File: src/sv/ac_pkg.sv
`timescale 1ns / 1ps
// Shared types, constants and helpers for the Aho-Corasick automaton builder.
package ac_pkg;

  localparam int MAX_NODES   = 1024;
  localparam int ALPHABET    = 26;
  localparam int NODE_W      = 10;
  localparam int USED_W      = 11;
  localparam int CNT_W       = 16;
  localparam int SYM_W       = 5;
  localparam int GOTO_W      = 11;
  localparam int GOTO_DEPTH  = MAX_NODES * ALPHABET;
  localparam int GOTO_AW     = $clog2(GOTO_DEPTH);

  typedef enum logic [1:0] {
    ACT_SYM    = 2'd0,
    ACT_END    = 2'd1,
    ACT_BUILD  = 2'd2,
    ACT_LOOKUP = 2'd3
  } action_e;

  typedef enum logic [2:0] {
    ST_OK          = 3'd0,
    ST_FULL        = 3'd1,
    ST_BAD_SYM     = 3'd2,
    ST_AFTER_BUILD = 3'd3,
    ST_BAD_NODE    = 3'd4
  } status_e;

  typedef enum logic [0:0] {
    REG_ALPHABET = 1'b0,
    REG_OFFSET   = 1'b1
  } cfg_reg_e;

  typedef enum logic [4:0] {
    BK_CLEAR, BK_IDLE, BK_RD_CNT, BK_END_WR, BK_INS, BK_LK,
    BK_ROOT_RD, BK_ROOT_EV, BK_POP, BK_CUR, BK_F, BK_CF, BK_CC,
    BK_RDF, BK_RDC, BK_EV
  } back_state_e;

  typedef struct packed {
    logic [1:0] action;
    logic [7:0] raw_symbol;
    logic [9:0] node_index;
  } in_t;

  typedef struct packed {
    logic [9:0]  next_node;
    logic [15:0] match_count;
    logic [2:0]  status;
    logic [10:0] node_count;
  } out_t;

  // Decoded item as it travels from the front to the back.
  typedef struct packed {
    action_e           action;
    logic              sym_ok;
    logic [SYM_W-1:0]  sym;
    logic [NODE_W-1:0] node;
  } item_t;

  // Alphabet size clamped into 1..ALPHABET.
  function automatic logic [SYM_W-1:0] active_alpha(input logic [4:0] cfg);
    logic [SYM_W-1:0] r;
    if (cfg == 5'd0) begin
      r = SYM_W'(1);
    end else if (cfg > 5'(ALPHABET)) begin
      r = SYM_W'(ALPHABET);
    end else begin
      r = cfg;
    end
    return r;
  endfunction

endpackage

File: src/sv/ac_front.sv
`timescale 1ns / 1ps
// Front end: accepts commands, decodes the symbol and feeds the queue.
module ac_front (
  input  logic          clk_i,
  input  logic          rst_ni,
  input  logic          take_i,
  input  ac_pkg::in_t   in_i,
  input  logic [4:0]    alph_i,
  input  logic [7:0]    off_i,
  output logic          ready_o,
  input  logic          fifo_full_i,
  output logic          push_o,
  output ac_pkg::item_t item_o
);

  logic          stg_valid_q, stg_valid_d;
  ac_pkg::item_t stg_q, dec;
  logic [7:0]    rel;
  logic [ac_pkg::SYM_W-1:0] alpha;

  assign alpha   = ac_pkg::active_alpha(alph_i);
  assign rel     = in_i.raw_symbol - off_i;
  assign ready_o = !stg_valid_q || !fifo_full_i;
  assign push_o  = stg_valid_q;
  assign item_o  = stg_q;

  always_comb begin
    dec.action = ac_pkg::action_e'(in_i.action);
    dec.sym_ok = (in_i.raw_symbol >= off_i) && (rel < {3'b000, alpha});
    dec.sym    = rel[ac_pkg::SYM_W-1:0];
    dec.node   = in_i.node_index;
    if (take_i) begin
      stg_valid_d = 1'b1;
    end else if (stg_valid_q && !fifo_full_i) begin
      stg_valid_d = 1'b0;
    end else begin
      stg_valid_d = stg_valid_q;
    end
  end

  always_ff @(posedge clk_i or negedge rst_ni) begin
    if (!rst_ni) begin
      stg_valid_q <= 1'b0;
    end else begin
      stg_valid_q <= stg_valid_d;
    end
  end

  always_ff @(posedge clk_i) begin
    if (take_i) begin
      stg_q <= dec;
    end
  end

endmodule

File: config.mk
export PLATFORM = sky130hd
export DESIGN_NAME = ac_front
export DESIGN_NICKNAME = d
export VERILOG_FILES = /design/src/sv/ac_pkg.sv /design/src/sv/ac_front.sv
export SDC_FILE = /design/constraint.sdc
export NUM_CORES = 1
export LEC_CHECK = 0
export BUFFER_PORTS_ARGS = -buffer_cell sky130_fd_sc_hd__buf_2
export CORE_MARGIN = 1
export CORE_UTILIZATION = 44
export CTS_CLUSTER_DIAMETER = 150
export DETAILED_ROUTE_END_ITERATION = 10
export PLACE_DENSITY = 0.75
export SLEW_MARGIN = 25
export SYNTH_ARGS = -nofsm -noshare
export SYNTH_HDL_FRONTEND = slang
export SYNTH_SLANG_ARGS = --single-unit
export TNS_END_PERCENT = 30
File: constraint.sdc
create_clock -name clk_i -period 0.8 [get_ports clk_i]
set_input_delay 0.16 -clock clk_i [delete_from_list [all_inputs] [get_ports clk_i]]
set_output_delay 0.16 -clock clk_i [all_outputs]
set_load 0.05 [all_outputs]
==> flow_summary_export.csv, run 1 <==
group,metric,value,unit
yosys,yosysTopAreaCell,"edfxtp_1",
grt,grt_start_max_net_pins,20,
placement,place.gp.congestion,0.8108,
yosys,yosysMostFrequentCell,"edfxtp_1",
route,viasPerCell,5.108,
route,drc,0,
setup_path,rr_startpoint,"push_o",
clock_network,clk_latency,0.28,ns
cells_and_area,fin_nets,218,
yosys,synth_fp_nets,140,
placement,dpl.hpwl,2030,µm
timing,timing.fmax,0.4378,GHz
clock_network,tritoncts,"built",
run,drv_cap,0,
placement,port_buffers,56,
route,routedWlPerCell,13.79,µm
timing,worstMarginPinSlew,0.4116,ns
timing,grt_setup_unrepaired,"true",
power,power.density,1684,nW/µm²
timing,tns,-7.031,ns
yosys,ys_seq_area_frac,0.5207,
grt,antenna_found_initial,0,
grt,gr-usage-met3,0.03216,
setup_path,crit_path_start_kind,"input port",
grt,grt_pass1_vias,972,
outcome,violations,"setup timing",
yosys,ys_top_cells_by_area,"edfxtp_1 50%, ha_1 14%, inv_1 4.8%",
die,ios,57,
clock_network,clock-sinks,19,
timing,fin_crit,2.284,ns
power,ir_worst_vdd,1.102,mV
clock_network,cts_buffers,3,
setup_path,cp.arrival,2.38,ns
yosys,syn_area_per_cell,12.07,µm²
cells_and_area,finalNonFillerCells,195,
grt,grt_usage,0.2278,
clock_network,cts-htree-levels,1,
die,rows,17,
timing,hold_violations,0,
yosys,async_reset_ff_frac,0.05263,
grt,grt_overflow,0,
route,final_antenna_net_count,0,
cells_and_area,diodes,0,
grt,grt_pass1_wl,4402,µm
power,power.leakage,0.8357,nW
timing,skew,0,ns
yosys,postSynthCellCount,90,
yosys,ys_types,28,
timing,slew_violations,0,
die,initial_utilization,0.4772,
route,drt_iter0_markers,38,
yosys,synth_commonest_cells,"18 x edfxtp_1, 14 x inv_1, 12 x ha_1, 6 x nor2_1",
clock_network,clock-root-buffer,"clkbuf_4",
yosys,synth_top_area_share,0.4977,
worst_hold_path,holdCritPathClass,"in2reg",
route,first_pass_iters,4,
route,routed_wl,2689,µm
yosys,synth_area,1086,µm²
die,die_w,51.68,µm
timing,holdWs,0.04907,ns
clock_network,clk_pin_slew,0.09,ns
timing,slew_headroom,0.7235,
setup_path,crit_path_end_kind,"flip-flop",
worst_hold_path,hp-start,"in_i[5]",
die,dieArea,2671,µm²
setup_path,crit_fanout,2,
yosys,synth_edf_count,18,
grt,grtUsageMet2,0.4286,
grt,grt.met1_usage,0.2528,
yosys,synth_ff_type,"edfxtp_1",
setup_path,worst_ep_required_time,0.90,ns
die,dieHeight,51.68,µm
setup_path,worstSetupPathType,"in2reg",
timing,finalWorstSetupSlack,-1.484,ns
cells_and_area,syn_to_final_growth,62.90,%
route,route.vias.total,996,
cells_and_area,final_layout_size_suffix_gt1_frac,0.5210,
yosys,yosys_register_bits,19,
outcome,outcome,"finished with violations",
setup_path,critPathLaunch,"in_i[10]",
placement,place_inst,190,
clock_network,cts.path.max_buffers,2,
yosys,synth-warning-count,0,
grt,busiest_layer,"met2",
die,core,2276,µm²
timing,period_share,2.855,
timing,finalSetupViolCount,25,
path summary, 6_finish.rpt:
path                            cells past startpoint    endpoint  slack [ns]
worst max-delay path                               14  item_o[15]       -1.48
worst min-delay path                                1   item_o[5]        0.05
worst max register to register                      3      push_o        0.04
worst min register to register                      3      push_o        0.69
max in group asynchronous                           2      push_o        0.51
min in group asynchronous                           2      push_o        0.20
sequential cells by signal (all words and copies together), names as in the netlist:
signal and cells:
push_o 1, item_o 18
area by class of cell:
| type | instances | area (µm²) |
|---|---|---|
| inverter | 14 | 65.06 |
| multi-input combinational | 57 | 504.2 |
| fill | 150 | 506.7 |
| clock buffer | 4 | 26.28 |
| timing repair buffer | 73 | 573.1 |
| tap | 28 | 35.03 |
| sequential | 19 | 565.5 |
metrics by stage:
| step | setup slack (ns) | utilization | instance area (µm²) | total power [mW] |
|---|---|---|---|---|
| after floorplan | -1.520 | - | 1117 | 1.956 |
| after global placement | -1.749 | 0.6877 | 1565 | 2.312 |
| after detailed placement | -1.905 | 0.6877 | 1565 | 2.354 |
| after CTS | -1.491 | 0.7724 | 1758 | 2.987 |
| after global routing | -1.628 | 0.7774 | 1769 | 3.149 |
| final | -1.484 | 0.7774 | 1769 | 2.980 |
timing repair:
item,in CTS,in global routing
buffers inserted,1,1
resized for setup,48,3
pin swaps,8,1
setup endpoints to repair,25,25
cloned,0,0
hold buffers,1,0
endpoints found under the hold margin,1,0
report_power, final:
group          total [mW]  switching [mW]  internal [mW]
combinational        1.29           0.728          0.560
sequential           1.24          0.0446           1.20
clock               0.447           0.254          0.193
cells by family (layout without fill, tap and decap cells):
kind of cell,Yosys count,in the layout,share of synthesized area
buffers and inverters,14,91,0.04839
adders and majority gates,13,13,0.1567
xor gates and xnor gates,2,2,0.01613
AOI/OAI and AO/OA,21,21,0.1532
muxes,1,1,0.009217
DFF,19,19,0.5207
and+or+nand+nor,20,20,0.09562
layer usage:
layer | share of wire | routed length [µm]
met1 | 0.38 | 1031
met2 | 0.52 | 1408
met3 | 0.084 | 225
met4 | 0.0089 | 24
met5 | 0 | 0
cell usage in the layout, fill, tap and decap left out, types with 2 or more instances in the layout:
master / netlist / final
buf_2: 0 / 34
buf_6: 0 / 20
edfxtp_1: 18 / 18
buf_4: 0 / 15
inv_1: 14 / 12
ha_1: 12 / 11
nor2_1: 6 / 6
nand2b_1: 4 / 4
nand2_1: 5 / 4
a21oi_1: 5 / 3
clkbuf_4: 0 / 3
a31oi_1: 2 / 2
o21ai_0: 3 / 2
a211oi_1: 2 / 2
a21o_1: 2 / 2
a21oi_2: 0 / 2
buf_12: 0 / 2
critical path, cell delays in order:
cell and delay, ns:
buf_12 0.11, inv_12 0.04, ha_4 0.11, inv_2 0.03, fa_2 0.34, a21o_1 0.20
a21oi_2 0.18, xnor2_2 0.14, ha_1 0.28, a21oi_2 0.16, o21ai_2 0.09, a2111oi_4 0.21
o221ai_2 0.14, nor4_2 0.18
Note: power is estimated with default switching activity, not from simulation.
==> inputs of run 2 (changes only) <==
Settings changed: BUFFER_PORTS_ARGS -buffer_cell sky130_fd_sc_hd__buf_2 to not set, CAP_MARGIN set to 20, CORE_ASPECT_RATIO set to 2, CORE_UTILIZATION 44 to 30, DONT_BUFFER_PORTS set to 1, PLACE_DENSITY 0.75 to 0.41.
==> run 2 against run 1 <==
Against the previous run:
- the flow still finishes with violations (setup timing)
- flip-flop and latch count is the same
- die area is 45% higher
- clock-buffer cell count stayed put
- global-route usage is 9.9 points lower
- sequential power up 3%
- final cell count rose by 1.0%
- clock power up 39%
- design area is 10% higher
- maximum frequency increased by 10%
- critical path type unchanged
==> flow_summary_export.csv, run 2 (same netlist as run 1, synthesis figures left out) <==
group,metric,value,unit
outcome,outcome,"finished with violations",
outcome,violations,"setup timing",
worst_hold_path,hp-start,"take_i",
timing,hold_violations,0,
clock_network,tritoncts,"built",
clock_network,clock-root-buffer,"clkbuf_8",
timing,grt_setup_unrepaired,"true",
cells_and_area,fillers,294,
route,route.vias.total,895,
setup_path,worst_ep_required_time,0.88,ns
die,rows,30,
power,power.density,1696,nW/µm²
die,dieArea,3879,µm²
setup_path,crit_path_end_kind,"flip-flop",
timing,tns,-6.172,ns
worst_hold_path,holdCritPathClass,"in2reg",
setup_path,crit_fanout,2,
clock_network,clk_pin_slew,0.06,ns
grt,grt_pass1_vias,817,
cells_and_area,mostFrequentLayoutCells,"22 x buf_4, 18 x edfxtp_1, 18 x buf_12, 13 x dlygate4sd3_1, 12 x inv_1",
die,dieHeight,87.09,µm
grt,grt_usage,0.1287,
route,routed_wl,2443,µm
route,drt_iter0_markers,6,
timing,finalSetupViolCount,25,
timing,timing.fmax,0.4814,GHz
route,routedWlPerCell,12.40,µm
clock_network,post_cts_buffers,0,
timing,holdWs,0.02226,ns
die,core,3416,µm²
clock_network,cts-htree-levels,1,
cells_and_area,diodes,0,
setup_path,cp.arrival,2.16,ns
placement,port_buffers,0,
grt,grt_pass1_wl,3643,µm
grt,grt_start_max_net_pins,20,
clock_network,cts.path.max_buffers,2,
setup_path,rr_startpoint,"push_o",
cells_and_area,final_common_cell,"buf_4",
power,ir_worst_vdd,0.7243,mV
placement,place.gp.congestion,0.7103,
cells_and_area,largest_register_ffs,18,
route,first_pass_iters,3,
clock_network,clk_latency,0.24,ns
cells_and_area,fin_nets,200,
timing,worstMarginPinSlew,0.4097,ns
cells_and_area,syn_to_final_growth,79.95,%
timing,finalWorstSetupSlack,-1.277,ns
timing,period_share,2.597,
die,initial_utilization,0.3179,
placement,dpl.hpwl,2036,µm
setup_path,crit_path_start_kind,"input port",
route,viasPerCell,4.543,
cells_and_area,final_layout_size_suffix_gt1_frac,0.4094,
grt,grt_overflow,0,
grt,antenna_found_initial,0,
route,final_antenna_net_count,0,
setup_path,worstSetupPathType,"in2reg",
setup_path,critPathLaunch,"in_i[10]",
timing,skew,0,ns
power,power.leakage,0.8360,nW
clock_network,clock-sinks,19,
timing,fin_crit,2.077,ns
die,die_w,44.55,µm
run,drv_cap,0,
timing,slew_headroom,0.7244,
die,ios,57,
timing,slew_violations,0,
clock_network,cts_buffers,3,
route,drc,0,
==> run 2: changes by cell type in the layout (fill, tap and decap cells not counted), moves of 7 or more <==
| cell | change |
|---|---|
| buf_12 | +16 |
| buf_2 | -34 |
| buf_4 | +7 |
| buf_6 | -19 |
| dlygate4sd3_1 | +12 |
==> run 2: path summary, 6_finish.rpt <==
| path | endpoint | slack, ns | cells after the start |
|---|---|---|---|
| max | item_o[15] | -1.28 | 13 |
| min | item_o[8] | 0.02 | 0 |
| max reg2reg | push_o | 0.13 | 2 |
| min reg2reg | push_o | 0.57 | 2 |
| max in group asynchronous | push_o | 0.58 | 1 |
| min in group asynchronous | push_o | 0.12 | 1 |
==> run 2: cell type report <==
type / count / area (µm²) / share of cell area
well taps: 48 / 60.06 / 0.03073
multi-input cells: 57 / 523.0 / 0.2676
inverters: 14 / 78.83 / 0.04033
flip-flops and latches: 19 / 565.5 / 0.2894
repair buffers: 55 / 681.9 / 0.3489
clock buffers: 4 / 45.04 / 0.02305
==> run 2: routing by layer <==
metal | wire length [µm] | global-route usage | share of wire | vias up
met5 | 0 | 0 | 0 | -
met3 | 149 | 0.02905 | 0.061 | 2
li1 | - | - | - | 445
met1 | 887 | 0.1252 | 0.36 | 411
met2 | 1373 | 0.2380 | 0.56 | 37
met4 | 33 | 0.06612 | 0.014 | 0
==> run 2: power breakdown <==
part           internal [mW]  total (mW)  switching [mW]
Clock                  0.352       0.622           0.269
Sequential              1.21        1.28          0.0727
Combinational          0.734        1.41           0.680
==> run 2: repair_timing <==
action | 4_1_cts | 5_1_grt
hold endpoints to repair | 8 | 5
hold buffers | 8 | 5
pin swaps | 4 | 2
setup endpoints to repair | 25 | 25
gates resized for setup | 6 | 7
==> run 2: metrics by stage <==
step,instance area [µm²],instances,util,worst slack [ns],total power [mW]
after floorplan,1117,90,-,-1.520,1.956
after global routing,1954,197,0.5722,-1.477,3.486
after CTS,1864,192,0.5458,-1.309,3.307
after detailed placement,1718,180,0.5029,-1.657,2.618
after global placement,1718,180,0.5029,-1.623,2.600
final,1954,197,0.5722,-1.277,3.315
==> run 2: critical path, stage by stage <==
cell and delay (ns):
clkinv_16 0.02, ha_4 0.11, inv_2 0.04, fa_2 0.37
a21o_1 0.17, a21oi_2 0.16, xnor2_2 0.13, ha_1 0.27
a21oi_2 0.16, o21ai_2 0.08, a2111oi_4 0.20, o221ai_2 0.15
nor4_2 0.13
==> inputs of run 3 (changes only) <==
Settings changed: CORE_MARGIN 1 to not set, SKIP_LAST_GASP set to 1.
==> run 3 against run 2 <==
Against the previous run:
- the flow still finishes with violations (setup timing)
- register-to-register slack is essentially flat
- clock-buffer cell count is the same
- clock skew is the same
- maximum frequency is the same
- worst hold slack is the same
- design area shrank 0.19%
- combinational power is essentially flat
- die area is the same
- clock power is essentially flat
- sequential power is essentially flat
- final cell count is the same
- critical path type unchanged
- largest power group unchanged
- highest routed layer unchanged
==> flow_summary_export.csv, run 3 (same netlist as run 1, synthesis figures left out) <==
group,metric,value,unit
grt,grt_pass1_vias,817,
timing,finalWorstSetupSlack,-1.277,ns
setup_path,worstSetupPathType,"in2reg",
route,routedWlPerCell,12.40,µm
clock_network,clock-root-buffer,"clkbuf_8",
cells_and_area,finalNonFillerCells,197,
clock_network,clk_pin_slew,0.06,ns
power,power.density,1698,nW/µm²
grt,grt_start_max_net_pins,20,
placement,placed_area,1718,µm²
route,routed_wl,2443,µm
cells_and_area,final_common_cell,"buf_4",
clock_network,cts.path.max_buffers,2,
route,drc,0,
die,ios,57,
timing,hold_violations,0,
setup_path,r2r_slack,0.14,ns
route,final_antenna_net_count,0,
grt,grt_pass1_wl,3643,µm
clock_network,post_cts_buffers,0,
power,p_switching,1.022,mW
placement,place_inst,180,
grt,antenna_found_initial,0,
cells_and_area,fin_area,1951,µm²
route,route.vias.total,895,
outcome,violations,"setup timing",
grt,grt_usage,0.1287,
power,p_seq_frac,0.386,
timing,skew,0,ns
die,initial_utilization,0.3179,
cells_and_area,fillers,296,
power,p_sw_frac,0.3084,
power,power.internal,2.291,mW
route,viasPerCell,4.543,
die,core,3416,µm²
worst_hold_path,holdCritPathClass,"in2reg",
setup_path,cp.arrival,2.16,ns
timing,slew_violations,0,
cells_and_area,syn_to_final_growth,79.61,%
timing,fin_crit,2.077,ns
grt,grt_overflow,0,
power,power_frac_comb,0.426,
power,clock_power_share,0.188,
timing,timing.fmax,0.4814,GHz
setup_path,crit_fanout,2,
cells_and_area,fin_nets,200,
placement,port_buffers,0,
clock_network,tritoncts,"built",
route,first_pass_iters,3,
power,ir_worst_vdd,0.7243,mV
die,die_w,44.55,µm
cells_and_area,final_layout_size_suffix_gt1_frac,0.4094,
placement,place.gp.congestion,0.7103,
cells_and_area,final_util,0.5711,
setup_path,worst_ep_required_time,0.88,ns
timing,period_share,2.597,
clock_network,clk_latency,0.24,ns
timing,tns,-6.184,ns
cells_and_area,largest_register_ffs,18,
die,dieHeight,87.09,µm
die,rows,30,
clock_network,cts-htree-levels,1,
setup_path,crit_path_start_kind,"input port",
die,dieArea,3879,µm²
run,drv_cap,0,
route,drt_iter0_markers,6,
placement,dpl.hpwl,2036,µm
timing,slew_headroom,0.7244,
setup_path,crit_path_end_kind,"flip-flop",
timing,finalSetupViolCount,25,
cells_and_area,diodes,0,
timing,worstMarginPinSlew,0.4097,ns
power,power.leakage,0.8346,nW
timing,grt_setup_unrepaired,"true",
clock_network,clock-sinks,19,
power,p_total,3.313,mW
cells_and_area,mostFrequentLayoutCells,"23 x buf_4, 18 x edfxtp_1, 18 x buf_12, 13 x dlygate4sd3_1, 12 x inv_1",
clock_network,cts_buffers,3,
outcome,outcome,"finished with violations",
run 3: cell counts in the layout (fill, tap and decap cells not counted):
Identical to the previous run, type by type.
run 3: timing repair:
action | in CTS | in global routing
endpoints found under the hold margin | 8 | 5
pin swaps | 4 | 2
gates resized for setup | 5 | 7
hold buffers | 8 | 5
setup endpoints to repair | 25 | 25
run 3: per-layer routing:
layer / global-route usage / vias up / routed length [µm]
met5: 0 / - / 0
met4: 0.06612 / 0 / 33
met3: 0.02905 / 2 / 149
met2: 0.2380 / 37 / 1373
met1: 0.1252 / 411 / 886
li1: - / 445 / -
run 3: path summary, 6_finish.rpt:
| kind | startpoint | to | cells past startpoint |
|---|---|---|---|
| setup / recovery | in_i[10] | item_o[15] | 13 |
| max in group asynchronous | rst_ni | push_o | 1 |
| hold reg to reg | push_o | push_o | 2 |
| setup reg to reg | push_o | push_o | 2 |
| min in group asynchronous | rst_ni | push_o | 1 |
| hold / removal | take_i | item_o[8] | 0 |
run 3: critical path, cell delays in order:
cell       delay, ns
clkinv_16       0.02
ha_4            0.11
inv_2           0.04
fa_2            0.37
a21o_1          0.17
a21oi_2         0.16
xnor2_2         0.13
ha_1            0.27
a21oi_2         0.16
o21ai_2         0.08
a2111oi_4       0.20
o221ai_2        0.15
nor4_2          0.13
run 3: power groups by stage:
stage | clock network [mW] | logic (mW) | registers, mW
6_report | 0.622 | 1.41 | 1.28
5_1_grt | 0.695 | 1.50 | 1.29
4_1_cts | 0.650 | 1.37 | 1.28
3_5_place_dp | 0 | 1.32 | 1.30
3_3_place_gp | 0 | 1.30 | 1.30
2_1_floorplan | 0 | 0.381 | 1.58
run 3: through the flow:
stage	hold slack, ns	setup slack (ns)
after floorplan	-0.1356	-1.520
after global placement	-0.1356	-1.623
after detailed placement	-0.1355	-1.657
after CTS	0.001332	-1.309
after global routing	0.006554	-1.477
final	0.02226	-1.277
run 3: area by class of cell:
class / count / area, µm² / area share
multi-input cells: 57 / 523.0 / 0.2681
inverters: 14 / 78.83 / 0.04041
repair buffers: 55 / 678.2 / 0.3477
flip-flops and latches: 19 / 565.5 / 0.2899
well taps: 48 / 60.06 / 0.03079
clock buffers: 4 / 45.04 / 0.02309
