`src/sv/ac_pkg.sv`:
```
`timescale 1ns / 1ps
// Shared types, constants and helpers for the Aho-Corasick automaton builder.
package ac_pkg;

  localparam int MAX_NODES   = 1024;
  localparam int ALPHABET    = 26;
  localparam int NODE_W      = 10;
  localparam int USED_W      = 11;
  localparam int CNT_W       = 16;
  localparam int SYM_W       = 5;
  localparam int GOTO_W      = 11;
  localparam int GOTO_DEPTH  = MAX_NODES * ALPHABET;
  localparam int GOTO_AW     = $clog2(GOTO_DEPTH);

  typedef enum logic [1:0] {
    ACT_SYM    = 2'd0,
    ACT_END    = 2'd1,
    ACT_BUILD  = 2'd2,
    ACT_LOOKUP = 2'd3
  } action_e;

  typedef enum logic [2:0] {
    ST_OK          = 3'd0,
    ST_FULL        = 3'd1,
    ST_BAD_SYM     = 3'd2,
    ST_AFTER_BUILD = 3'd3,
    ST_BAD_NODE    = 3'd4
  } status_e;

  typedef enum logic [0:0] {
    REG_ALPHABET = 1'b0,
    REG_OFFSET   = 1'b1
  } cfg_reg_e;

  typedef enum logic [4:0] {
    BK_CLEAR, BK_IDLE, BK_RD_CNT, BK_END_WR, BK_INS, BK_LK,
    BK_ROOT_RD, BK_ROOT_EV, BK_POP, BK_CUR, BK_F, BK_CF, BK_CC,
    BK_RDF, BK_RDC, BK_EV
  } back_state_e;

  typedef struct packed {
    logic [1:0] action;
    logic [7:0] raw_symbol;
    logic [9:0] node_index;
  } in_t;

  typedef struct packed {
    logic [9:0]  next_node;
    logic [15:0] match_count;
    logic [2:0]  status;
    logic [10:0] node_count;
  } out_t;

  // Decoded item as it travels from the front to the back.
  typedef struct packed {
    action_e           action;
    logic              sym_ok;
    logic [SYM_W-1:0]  sym;
    logic [NODE_W-1:0] node;
  } item_t;

  // Alphabet size clamped into 1..ALPHABET.
  function automatic logic [SYM_W-1:0] active_alpha(input logic [4:0] cfg);
    logic [SYM_W-1:0] r;
    if (cfg == 5'd0) begin
      r = SYM_W'(1);
    end else if (cfg > 5'(ALPHABET)) begin
      r = SYM_W'(ALPHABET);
    end else begin
      r = cfg;
    end
    return r;
  endfunction

endpackage

```
`src/sv/ac_fifo.sv`:
```
`timescale 1ns / 1ps
// Two-entry queue of decoded items between the front and the back.
module ac_fifo (
  input  logic          clk_i,
  input  logic          rst_ni,
  input  logic          push_i,
  input  ac_pkg::item_t item_i,
  output logic          full_o,
  input  logic          pop_i,
  output logic          valid_o,
  output ac_pkg::item_t item_o
);

  ac_pkg::item_t mem_q [2];
  logic       wptr_q, wptr_d, rptr_q, rptr_d;
  logic [1:0] cnt_q, cnt_d;
  logic       do_push, do_pop;

  assign full_o  = (cnt_q == 2'd2);
  assign valid_o = (cnt_q != 2'd0);
  assign item_o  = mem_q[rptr_q];
  assign do_push = push_i && !full_o;
  assign do_pop  = pop_i && valid_o;

  always_comb begin
    wptr_d = do_push ? ~wptr_q : wptr_q;
    rptr_d = do_pop ? ~rptr_q : rptr_q;
    cnt_d  = cnt_q + 2'(do_push) - 2'(do_pop);
  end

  always_ff @(posedge clk_i or negedge rst_ni) begin
    if (!rst_ni) begin
      wptr_q <= 1'b0;
      rptr_q <= 1'b0;
      cnt_q  <= 2'd0;
    end else begin
      wptr_q <= wptr_d;
      rptr_q <= rptr_d;
      cnt_q  <= cnt_d;
    end
  end

  always_ff @(posedge clk_i) begin
    if (do_push) begin
      mem_q[wptr_q] <= item_i;
    end
  end

endmodule

```
`config.mk`:
```
export PLATFORM = sky130hd
export DESIGN_NAME = ac_fifo
export DESIGN_NICKNAME = d
export VERILOG_FILES = /design/src/sv/ac_pkg.sv /design/src/sv/ac_fifo.sv
export SDC_FILE = /design/constraint.sdc
export NUM_CORES = 1
export LEC_CHECK = 0
export BUFFER_PORTS_ARGS = -buffer_cell sky130_fd_sc_hd__buf_2
export CAP_MARGIN = 25
export CELL_PAD_IN_SITES_DETAIL_PLACEMENT = 1
export CELL_PAD_IN_SITES_GLOBAL_PLACEMENT = 1
export CORE_AREA = 2 2 49 86
export DETAILED_ROUTE_END_ITERATION = 7
export DIE_AREA = 0 0 51 88
export GPL_TIMING_DRIVEN = 0
export PLACE_DENSITY_LB_ADDON = 0.12
export SLEW_MARGIN = 20
export SYNTH_ARGS = -nofsm -noshare
export SYNTH_HDL_FRONTEND = slang
export SYNTH_SLANG_ARGS = --single-unit
```
`constraint.sdc`:
```
create_clock -name clk_i -period 2.2 [get_ports clk_i]
set_input_delay 0.11 -clock clk_i [delete_from_list [all_inputs] [get_ports clk_i]]
set_output_delay 0.11 -clock clk_i [all_outputs]
set_load 0.03 [all_outputs]
```
==> results of run 1 <==
[worst min-delay path by stage]
| stage | start | endpoint | slack, ns | cells after the start |
|---|---|---|---|---|
| global route | item_i[4] | mem_q[1][4] | 0.0008 | 1 |
| detailed placement | rst_ni | wptr_q | -0.08 | 1 |
| CTS | item_i[17] | mem_q[1][17] | 0.002 | 1 |
| finish | item_i[4] | mem_q[1][4] | 0.02 | 1 |
| floorplan | rst_ni | cnt_q[0] | -0.19 | 0 |
| global placement | rst_ni | wptr_q | -0.08 | 1 |
[cell families (layout without fill, tap and decap cells)]
logic type,Yosys count,count (layout)
flip-flops,40,40
multiplexers,18,18
AND/OR/NAND/NOR,6,6
XOR/XNOR,4,4
buffers and inverters,4,56
adder cells (fa/ha/maj),2,2
[layout make-up]
cell class / instances / area share (%)
inverter: 2 / 0.389
multi-input combinational: 30 / 17.4
clock buffer: 7 / 3.96
sequential: 40 / 61.2
clock inverter: 1 / 0.259
timing repair buffer: 44 / 12.5
tap: 48 / 3.11
buffer: 2 / 1.17
[routing by layer]
metal	vias up	global-route usage [%]	routed length, um
met5	-	0	0
met4	0	5.90	19
met3	2	4.10	156
met2	27	22.9	1460
met1	389	13.0	832
li1	379	-	-
[what timing repair did]
action                    CTS  global route
hold buffers                1             1
hold endpoints to repair    4             2
resized for setup           0             0
buffers inserted            0             0
[cell usage after synthesis, types with 2 or more instances]
library cell / count
sky130_fd_sc_hd__buf_6: 2
sky130_fd_sc_hd__dfrtp_1: 4
sky130_fd_sc_hd__edfxtp_1: 36
sky130_fd_sc_hd__ha_1: 2
sky130_fd_sc_hd__inv_1: 2
sky130_fd_sc_hd__mux2_2: 9
sky130_fd_sc_hd__mux2_4: 9
sky130_fd_sc_hd__xnor2_1: 3
[state kept, by name, summed over array words and instances (netlist names)]
signal	cells
rptr_q	1
cnt_q	2
mem_q	36
wptr_q	1
[power groups by stage]
stage | Combinational [uW] | Sequential (uW) | Clock (uW)
4_1_cts | 1170 | 1120 | 465
2_1_floorplan | 884 | 1110 | 0
3_5_place_dp | 1160 | 1130 | 0
3_3_place_gp | 1120 | 1120 | 0
5_1_grt | 1230 | 1130 | 491
6_report | 1140 | 1110 | 444
[per-stage QoR]
stage	std cells	power (uW)	utilization (%)	hold WS, ns	cell area (um2)
after floorplan	74	1990	-	-0.186	1550
after global placement	163	2240	47.8	-0.0775	1810
after detailed placement	164	2290	48.2	-0.0757	1830
after CTS	173	2750	50.6	0.00211	1920
after global routing	174	2850	50.9	0.000756	1930
final	174	2700	50.9	0.0153	1930
==> flow_metrics.tcl, run 1 <==
set metrics [dict create \
    status "complete, no violations" \
    timing.setup.critical_path_class "register to register" \
    final_report_hold_violation_count 0 \
    cpMaxStageDelayCell "sky130_fd_sc_hd__dfrtp_1" \
    clock_latency_on_the_worst_skew_pair_ns 0.28 \
    p_comb_share_pct 42.3 \
    timing.critical_path.arrival_ns 1.91 \
    synthAdderAreaFrac_pct 1.62 \
    main_combinational_cell_family_by_area_after_synthesis "multiplexers" \
    highest_ir_drop_seen_on_vdd_mv 0.960 \
    tritoncts "built" \
    drv.max_cap_violation_count 0 \
    timing.clock.skew_ns 0.00873 \
    critPathLaunch "cnt_q[1]" \
    critical_path.cell_chain "or2_4 -> and2_4 -> ha_1 -> inv_1 -> ha_1 -> xnor2_1 -> xnor2_1" \
    num_vias 797 \
    yosys.cell_types.count 15 \
    r2r.worst_path.cells 7 \
    vias_in_the_first_global_route 849 \
    ys.flop_type "sky130_fd_sc_hd__edfxtp_1" \
    route.final.wire_length_mm 2.47 \
    post_synth_instance_area_mm2 0.00155 \
    pre_cts_slack_ns 0.509 \
    layout_worst_path_cycle_share_pct 77.3 \
    h-tree-depth 2 \
    cts-root-buf "sky130_fd_sc_hd__clkbuf_8" \
    synth-edff-count 36 \
    postLayoutSetupSlackWorst_ns 0.499 \
    synth.yosys.seq_area_share_pct 76.4 \
    fin_crit_ns 1.70 \
    grt_pass1_wl_mm 4.06 \
    gr-total-overflow 0 \
    tightestPinTransition_ns 0.862 \
    synth.top_cell.area_share_pct 70.0 \
    std_cell_rows 30 \
    critical_path.top_delay_family "adder cells" \
    wl_per_cell_um 14.2 \
    synth_compound_area_share_pct 0 \
    net_switching_power_uw 960 \
    drt-vias-per-instance 4.58 \
    fmaxAchievable_ghz 0.588 \
    sequential_cell_area_mm2 0.00118 \
    type_of_origin_of_the_critical_path "register" \
    place_congestion 0.618 \
    worstSetupEndpointType "register" \
    setup.reg_to_reg.worst_slack_ns 0.50 \
    initial_utilization_pct 40.8 \
    power_per_cell_area_mw_per_mm2 1400 \
    placement.io_buffers 41 \
    r2r-start "cnt_q[1]" \
    power.share.switching_pct 35.6 \
    slew_headroom_pct 42.5 \
    fp.dieH_um 88 \
    post-synth-top-area-cell "sky130_fd_sc_hd__edfxtp_1" \
    crit_path_end "cnt_q[1]" \
    synthXorXnorAreaFrac_pct 2.27 \
    syn-instance-count 74 \
    multi_input_area_um2 337 \
    drive_gt1_share_pct 56.3 \
    yosys_warnings 0 \
    critical_path.max_fanout 3 \
    timing.critical_path.slowest_cell_delay_ns 0.41 \
    layout_commonest_cell "sky130_fd_sc_hd__buf_2" \
    grt.total_usage_pct 12.7 \
    placeableCoreArea_mm2 0.00379 \
    nNetsFinal 149 \
    critical_path_buf_inv_count 1 \
    cellInternalPower_uw 1740 \
    hold_path_class "input port to register" \
    cp_num_cells 7 \
    detailed_route_iter0_violations 13 \
    rsz_0062_raised_after_global_routing "no" \
    pin_count_of_the_biggest_net_entering_global_routing 19 \
    critPathRequiredTime_ns 2.41 \
    detailedPlacementHpwl_mm 1.80 \
    power_frac_seq_pct 41.3 \
    diodes 0 \
    drc_errors 0 \
    antenna_violations_before_repair 0 \
    area_share_of_and_or_nand_nor_cells_after_synthesis_pct 2.43 \
    synth.net_count 98 \
    pin_count 42 \
    design.die.area_mm2 0.00449 \
    crit_reg_reg_endpoint "cnt_q[1]" \
    finalSetupTns_ns 0 \
    die_w_um 51 \
    synthArstFlopShare_pct 10.0 \
    ant_nets 0 \
    flow.area_growth_from_synthesis_pct 24.9 \
    cts.clk_slew.worst_paths_ns 0.07 \
    cts-root-to-sink-buffers 2 \
    cts_buffers 5 \
    clockPowerShare_pct 16.5 \
    layout_common_cells "sky130_fd_sc_hd__buf_2 (41), sky130_fd_sc_hd__edfxtp_1 (36), sky130_fd_sc_hd__mux2_4 (9), sky130_fd_sc_hd__mux2_2 (9), sky130_fd_sc_hd__clkbuf_8 (5)" \
    nFillCells 400 \
    postSynthRegisterBits 40 \
    total_leakage_power_uw 0.000781 \
    slew_violations 0 \
    finalSetupViolCount 0 \
    syn_avg_cell_area_um2 20.9 \
    post_synth_mux_area_share_pct 15.3 \
    dr.pass1.iters 2 \
    numClockSinks 40 \
    synth_area_leaders "sky130_fd_sc_hd__edfxtp_1 (70%), sky130_fd_sc_hd__mux2_4 (8.7%), sky130_fd_sc_hd__mux2_2 (6.6%), sky130_fd_sc_hd__dfrtp_1 (6.5%), sky130_fd_sc_hd__xnor2_1 (1.7%)" \
]
No activity file was read; power rests on OpenSTA's default activity.
==> run 2, diff against run 1 <==
--- a/config.mk
+++ b/config.mk
@@ -9,9 +9,9 @@
 export CAP_MARGIN = 25
 export CELL_PAD_IN_SITES_DETAIL_PLACEMENT = 1
 export CELL_PAD_IN_SITES_GLOBAL_PLACEMENT = 1
-export CORE_AREA = 2 2 49 86
+export CORE_AREA = 2 2 52 90
 export DETAILED_ROUTE_END_ITERATION = 7
-export DIE_AREA = 0 0 51 88
+export DIE_AREA = 0 0 54 92
 export GPL_TIMING_DRIVEN = 0
 export PLACE_DENSITY_LB_ADDON = 0.12
 export SLEW_MARGIN = 20
==> constraint.sdc (replaced) <==
create_clock -name clk_i -period 1.5 [get_ports clk_i]
set_input_delay 0.075 -clock clk_i [delete_from_list [all_inputs] [get_ports clk_i]]
set_output_delay 0.075 -clock clk_i [all_outputs]
set_load 0.03 [all_outputs]
==> flow_metrics.tcl, run 2 (synthesized netlist as in run 1, its figures left out) <==
set metrics [dict create \
    total_power_uw 4920 \
    grt.total_usage_pct 13.3 \
    registers.top_by_ff_count "mem_q" \
    design.die.area_mm2 0.00497 \
    cpMaxStageDelayCell "sky130_fd_sc_hd__dfrtp_2" \
    fmaxAchievable_ghz 0.609 \
    critPathRequiredTime_ns 1.68 \
    type_of_origin_of_the_critical_path "register" \
    critical_path.max_fanout 3 \
    route.final.wire_length_mm 3.11 \
    fin_crit_ns 1.64 \
    cts_buffers 5 \
    status "finished with violations" \
    total_leakage_power_uw 0.000969 \
    drive_gt1_share_pct 57.9 \
    placeableCoreArea_mm2 0.00432 \
    vias_in_the_first_global_route 984 \
    initial_utilization_pct 35.7 \
    wl_per_cell_um 15.3 \
    highest_ir_drop_seen_on_vdd_mv 1.08 \
    largest_reg_flops 36 \
    whs_ns 0.109 \
    gr-total-overflow 0 \
    critical_path.cell_chain "or2_4 -> and2_4 -> ha_4 -> inv_2 -> ha_4 -> xnor2_2 -> xnor2_1" \
    slew_headroom_pct 81.6 \
    std_cell_rows 32 \
    layout_common_cells "sky130_fd_sc_hd__edfxtp_1 (36), sky130_fd_sc_hd__buf_2 (28), sky130_fd_sc_hd__dlygate4sd3_1 (19)" \
    antenna_violations_before_repair 0 \
    postLayoutSetupSlackWorst_ns -0.141 \
    final_report_hold_violation_count 0 \
    violations "setup timing" \
    ant_nets 0 \
    finalSetupViolCount 1 \
    cts-root-to-sink-buffers 2 \
    num_vias 919 \
    nFillCells 406 \
    slew_violations 0 \
    timing.critical_path.mode_cell "sky130_fd_sc_hd__ha_4" \
    hold_path_class "input port to asynchronous set/reset pin" \
    timing.clock.skew_ns 0.00931 \
    drt-vias-per-instance 4.53 \
    detailedPlacementHpwl_mm 1.84 \
    tightestPinTransition_ns 0.276 \
    rsz_0062_raised_after_global_routing "yes" \
    h-tree-depth 2 \
    grt_pass1_wl_mm 4.44 \
    die_w_um 54 \
    cts-root-buf "sky130_fd_sc_hd__clkbuf_8" \
    timing.critical_path.arrival_ns 1.82 \
    timing.setup.critical_path_class "register to register" \
    clock_latency_on_the_worst_skew_pair_ns 0.29 \
    pin_count 42 \
    cts.clk_slew.worst_paths_ns 0.08 \
    diodes 0 \
    worstSetupEndpointType "register" \
    pin_count_of_the_biggest_net_entering_global_routing 19 \
    power_per_cell_area_mw_per_mm2 2060 \
    drc_errors 0 \
    nNetsFinal 175 \
    timing.critical_path.slowest_cell_delay_ns 0.43 \
    detailed_route_iter0_violations 12 \
    placement.io_buffers 41 \
    layout_commonest_cell "sky130_fd_sc_hd__edfxtp_1" \
    dr.pass1.iters 4 \
    flow.area_growth_from_synthesis_pct 54.6 \
    numClockSinks 40 \
    drv.max_cap_violation_count 0 \
    place_congestion 0.607 \
    layout_worst_path_cycle_share_pct 109 \
    fp.dieH_um 92 \
    layout_top_registers "mem_q x36, cnt_q x2" \
    tritoncts "built" \
]
[run 2: worst paths after layout]
kind                       startpoint  endpoint  slack (ns)  depth (start not counted)
setup / recovery             cnt_q[1]  cnt_q[1]       -0.14                          7
hold / removal                 rst_ni    wptr_q        0.11                          2
setup reg to reg             cnt_q[1]  cnt_q[1]       -0.14                          7
hold reg to reg                wptr_q    wptr_q        0.57                          1
max in group asynchronous      rst_ni  cnt_q[1]        1.25                          2
min in group clk_i             push_i    wptr_q        0.15                          3
[run 2: what timing repair did]
action / 4_1_cts / 5_1_grt
pin swaps: 1 / 4
buffers inserted: 5 / 4
hold endpoints to repair: 40 / 0
gates resized for setup: 17 / 25
hold buffers: 19 / 0
endpoints found under the setup margin: 46 / 33
cloned: 0 / 1
[run 2: where the power goes]
part	internal, uW	switching [uW]	leakage (uW)
clock	493	351	0.0000552
sequential	1540	108	0.000380
combinational	1250	1180	0.000534
[run 2: final cells by class]
type                            instances  area, um2  area share [%]
Buffer                                  2       31.3            1.31
Inverter                                2       7.51           0.314
Clock inverter                          2       35.0            1.47
Tap cell                               51       63.8            2.67
Timing Repair Buffer                   70        607            25.4
Sequential cell                        40       1180            49.5
Clock buffer                            6       72.6            3.04
Multi-Input combinational cell         30        389            16.3
[run 2: worst max-delay path: cells and delay by family, from the launching register on]
family	cells	cell delay, ns
flops	1	0.43
fa+ha+maj	2	0.41
simple gates	2	0.40
xor+xnor	2	0.25
buf+inv	1	0.03
[run 2: layer usage]
| layer | track usage, % | vias to the layer above | part of all wire, % |
|---|---|---|---|
| met3 | 3.26 | 5 | 4.3 |
| met2 | 24.3 | 29 | 59 |
| met5 | 0 | - | 0 |
| met4 | 8.75 | 0 | 2.1 |
| met1 | 11.6 | 453 | 35 |
| li1 | - | 432 | - |
[run 2: metrics by stage]
step	setup TNS, ns	area, um2	setup WS, ns	utilization (%)	std cells
floorplan	-0.450	1560	-0.135	-	74
finish	-0.141	2390	-0.141	55.2	203
detailed placement	-10.56	1830	-0.373	42.4	166
global route	-0.354	2390	-0.208	55.2	203
global placement	-9.59	1830	-0.356	42.4	166
CTS	-0.155	2260	-0.155	52.2	198
==> run 3, diff against run 2 <==
--- a/config.mk
+++ b/config.mk
@@ -10,6 +10,7 @@
 export CELL_PAD_IN_SITES_DETAIL_PLACEMENT = 1
 export CELL_PAD_IN_SITES_GLOBAL_PLACEMENT = 1
 export CORE_AREA = 2 2 52 90
+export CTS_BUF_LIST = sky130_fd_sc_hd__clkbuf_16
 export DETAILED_ROUTE_END_ITERATION = 7
 export DIE_AREA = 0 0 54 92
 export GPL_TIMING_DRIVEN = 0
==> flow_metrics.tcl, run 3 (synthesized netlist as in run 1, its figures left out) <==
set metrics [dict create \
    crit_reg_reg_endpoint "cnt_q[1]" \
    slew_headroom_pct 69.3 \
    nFillCells 407 \
    critical_path.max_fanout 3 \
    drive_gt1_share_pct 57.0 \
    violations "setup timing" \
    flow.area_growth_from_synthesis_pct 53.3 \
    dr.pass1.iters 4 \
    total_leakage_power_uw 0.000961 \
    cts_buffers 5 \
    fp.dieH_um 92 \
    pin_count 42 \
    clock_latency_on_the_worst_skew_pair_ns 0.28 \
    total_power_uw 5030 \
    ant_nets 0 \
    finalSetupViolCount 1 \
    r2r.worst_path.cells 7 \
    layout_common_cells "sky130_fd_sc_hd__edfxtp_1 (36), sky130_fd_sc_hd__buf_2 (32), sky130_fd_sc_hd__dlygate4sd3_1 (19)" \
    placeableCoreArea_mm2 0.00432 \
    timing.critical_path.arrival_ns 1.80 \
    design.die.area_mm2 0.00497 \
    r2r-start "cnt_q[1]" \
    layout_commonest_cell "sky130_fd_sc_hd__edfxtp_1" \
    die_w_um 54 \
    cts.clk_slew.worst_paths_ns 0.06 \
    highest_ir_drop_seen_on_vdd_mv 1.23 \
    gr-total-overflow 0 \
    setup.reg_to_reg.worst_slack_ns -0.13 \
    drt-vias-per-instance 4.57 \
    drc_errors 0 \
    layout_top_registers "mem_q x36, cnt_q x2" \
    cts-root-buf "sky130_fd_sc_hd__clkbuf_16" \
    critPathRequiredTime_ns 1.67 \
    diodes 0 \
    antenna_violations_before_repair 0 \
    h-tree-depth 2 \
    grt.total_usage_pct 13.2 \
    cts-root-to-sink-buffers 2 \
    finish.utilization_pct 54.8 \
    sequential_cell_area_mm2 0.00118 \
    registers.top_by_ff_count "mem_q" \
    status "finished with violations" \
    initial_utilization_pct 35.7 \
    grt_pass1_wl_mm 4.35 \
    type_of_origin_of_the_critical_path "register" \
    route.layer.met1.wl_um 933 \
    largest_reg_flops 36 \
    pin_count_of_the_biggest_net_entering_global_routing 19 \
    placement.io_buffers 41 \
    drv.max_cap_violation_count 0 \
    vias_in_the_first_global_route 961 \
    detailedPlacementHpwl_mm 1.84 \
    final_report_hold_violation_count 0 \
    timing.clock.skew_ns 0.00459 \
    power_per_cell_area_mw_per_mm2 2130 \
    wl_per_cell_um 14.6 \
    route.final.wire_length_mm 2.92 \
    std_cell_rows 32 \
    timing.setup.critical_path_class "register to register" \
    fmaxAchievable_ghz 0.614 \
    numClockSinks 40 \
    tritoncts "built" \
    fin_crit_ns 1.63 \
    place_congestion 0.607 \
    rsz_0062_raised_after_global_routing "yes" \
    tightestPinTransition_ns 0.461 \
    hold_path_class "input port to asynchronous set/reset pin" \
    worstSetupEndpointType "register" \
    postLayoutSetupSlackWorst_ns -0.129 \
    layout_worst_path_cycle_share_pct 109 \
    met2RoutedLength_mm 1.75 \
    num_vias 913 \
    routed.top_layer "met4" \
    slew_violations 0 \
    multi_input_area_um2 378 \
    wl_met3_um 148 \
    nNetsFinal 172 \
    detailed_route_iter0_violations 12 \
]
## run 3: changes by cell type in the layout (fill, tap and decap cells not counted), moves of 2 or more
cell,before,now
sky130_fd_sc_hd__clkbuf_8,5,0
sky130_fd_sc_hd__mux2_2,7,9
sky130_fd_sc_hd__buf_4,6,4
sky130_fd_sc_hd__clkbuf_16,1,5
sky130_fd_sc_hd__buf_6,14,10
sky130_fd_sc_hd__buf_2,28,32
sky130_fd_sc_hd__mux2_4,11,9
## run 3: layout make-up
type                    instances  share of cell area [%]
clock buffers                   5                    5.28
repair buffers                 67                    22.9
multi-input cells              30                    16.0
plain buffers                   2                    1.32
flip-flops and latches         40                    49.9
inverters                       2                   0.317
clock inverters                 3                    1.64
well taps                      51                    2.69
## run 3: worst max-delay path: stages, from the launching register on
cell	delay (ns)
sky130_fd_sc_hd__dfrtp_2	0.42
sky130_fd_sc_hd__or2_4	0.25
sky130_fd_sc_hd__and2_4	0.15
sky130_fd_sc_hd__ha_4	0.26
sky130_fd_sc_hd__inv_2	0.03
sky130_fd_sc_hd__ha_4	0.15
sky130_fd_sc_hd__xnor2_2	0.13
sky130_fd_sc_hd__xnor2_1	0.12
## run 3: worst max path at each step
stage                   from           end  slack (ns)  depth (start not counted)
finish              cnt_q[1]      cnt_q[1]       -0.13                          7
global route        cnt_q[0]      cnt_q[1]       -0.19                          7
detailed placement  cnt_q[1]  mem_q[0][12]       -0.37                          3
CTS                 cnt_q[1]      cnt_q[1]       -0.16                          7
floorplan           cnt_q[0]      cnt_q[1]       -0.14                          7
global placement    cnt_q[1]   mem_q[0][6]       -0.36                          3
## run 3: through the flow
| step | setup slack [ns] | TNS [ns] | std cells | hold WS [ns] | cell area (um2) |
|---|---|---|---|---|---|
| 6_report | -0.129 | -0.129 | 200 | 0.128 | 2370 |
| 5_1_grt | -0.195 | -1.90 | 200 | 0.139 | 2370 |
| 4_1_cts | -0.155 | -0.155 | 198 | 0.118 | 2280 |
| 3_5_place_dp | -0.373 | -10.56 | 166 | -0.107 | 1830 |
| 3_3_place_gp | -0.356 | -9.59 | 166 | -0.112 | 1830 |
| 2_1_floorplan | -0.135 | -0.450 | 74 | -0.221 | 1560 |
## run 3: report_power, final
group	switching [uW]	internal, uW	total (uW)	leakage [uW]
Combinational	1130	1090	2220	0.000496
Clock	395	774	1170	0.0000850
Sequential	102	1540	1650	0.000380
Total	1630	3410	5030	0.000961
## run 3: per-layer routing
metal / vias to the layer above / global-route usage (%)
li1: 424 / -
met1: 455 / 11.3
met2: 28 / 23.5
met3: 6 / 4.72
met4: 0 / 8.75
met5: - / 0
## run 3: what timing repair did
action,in CTS,in global routing
pin swaps,1,4
hold buffers,19,0
setup endpoints to repair,46,29
resized for setup,5,30
hold endpoints to repair,40,0
setup buffers,5,2
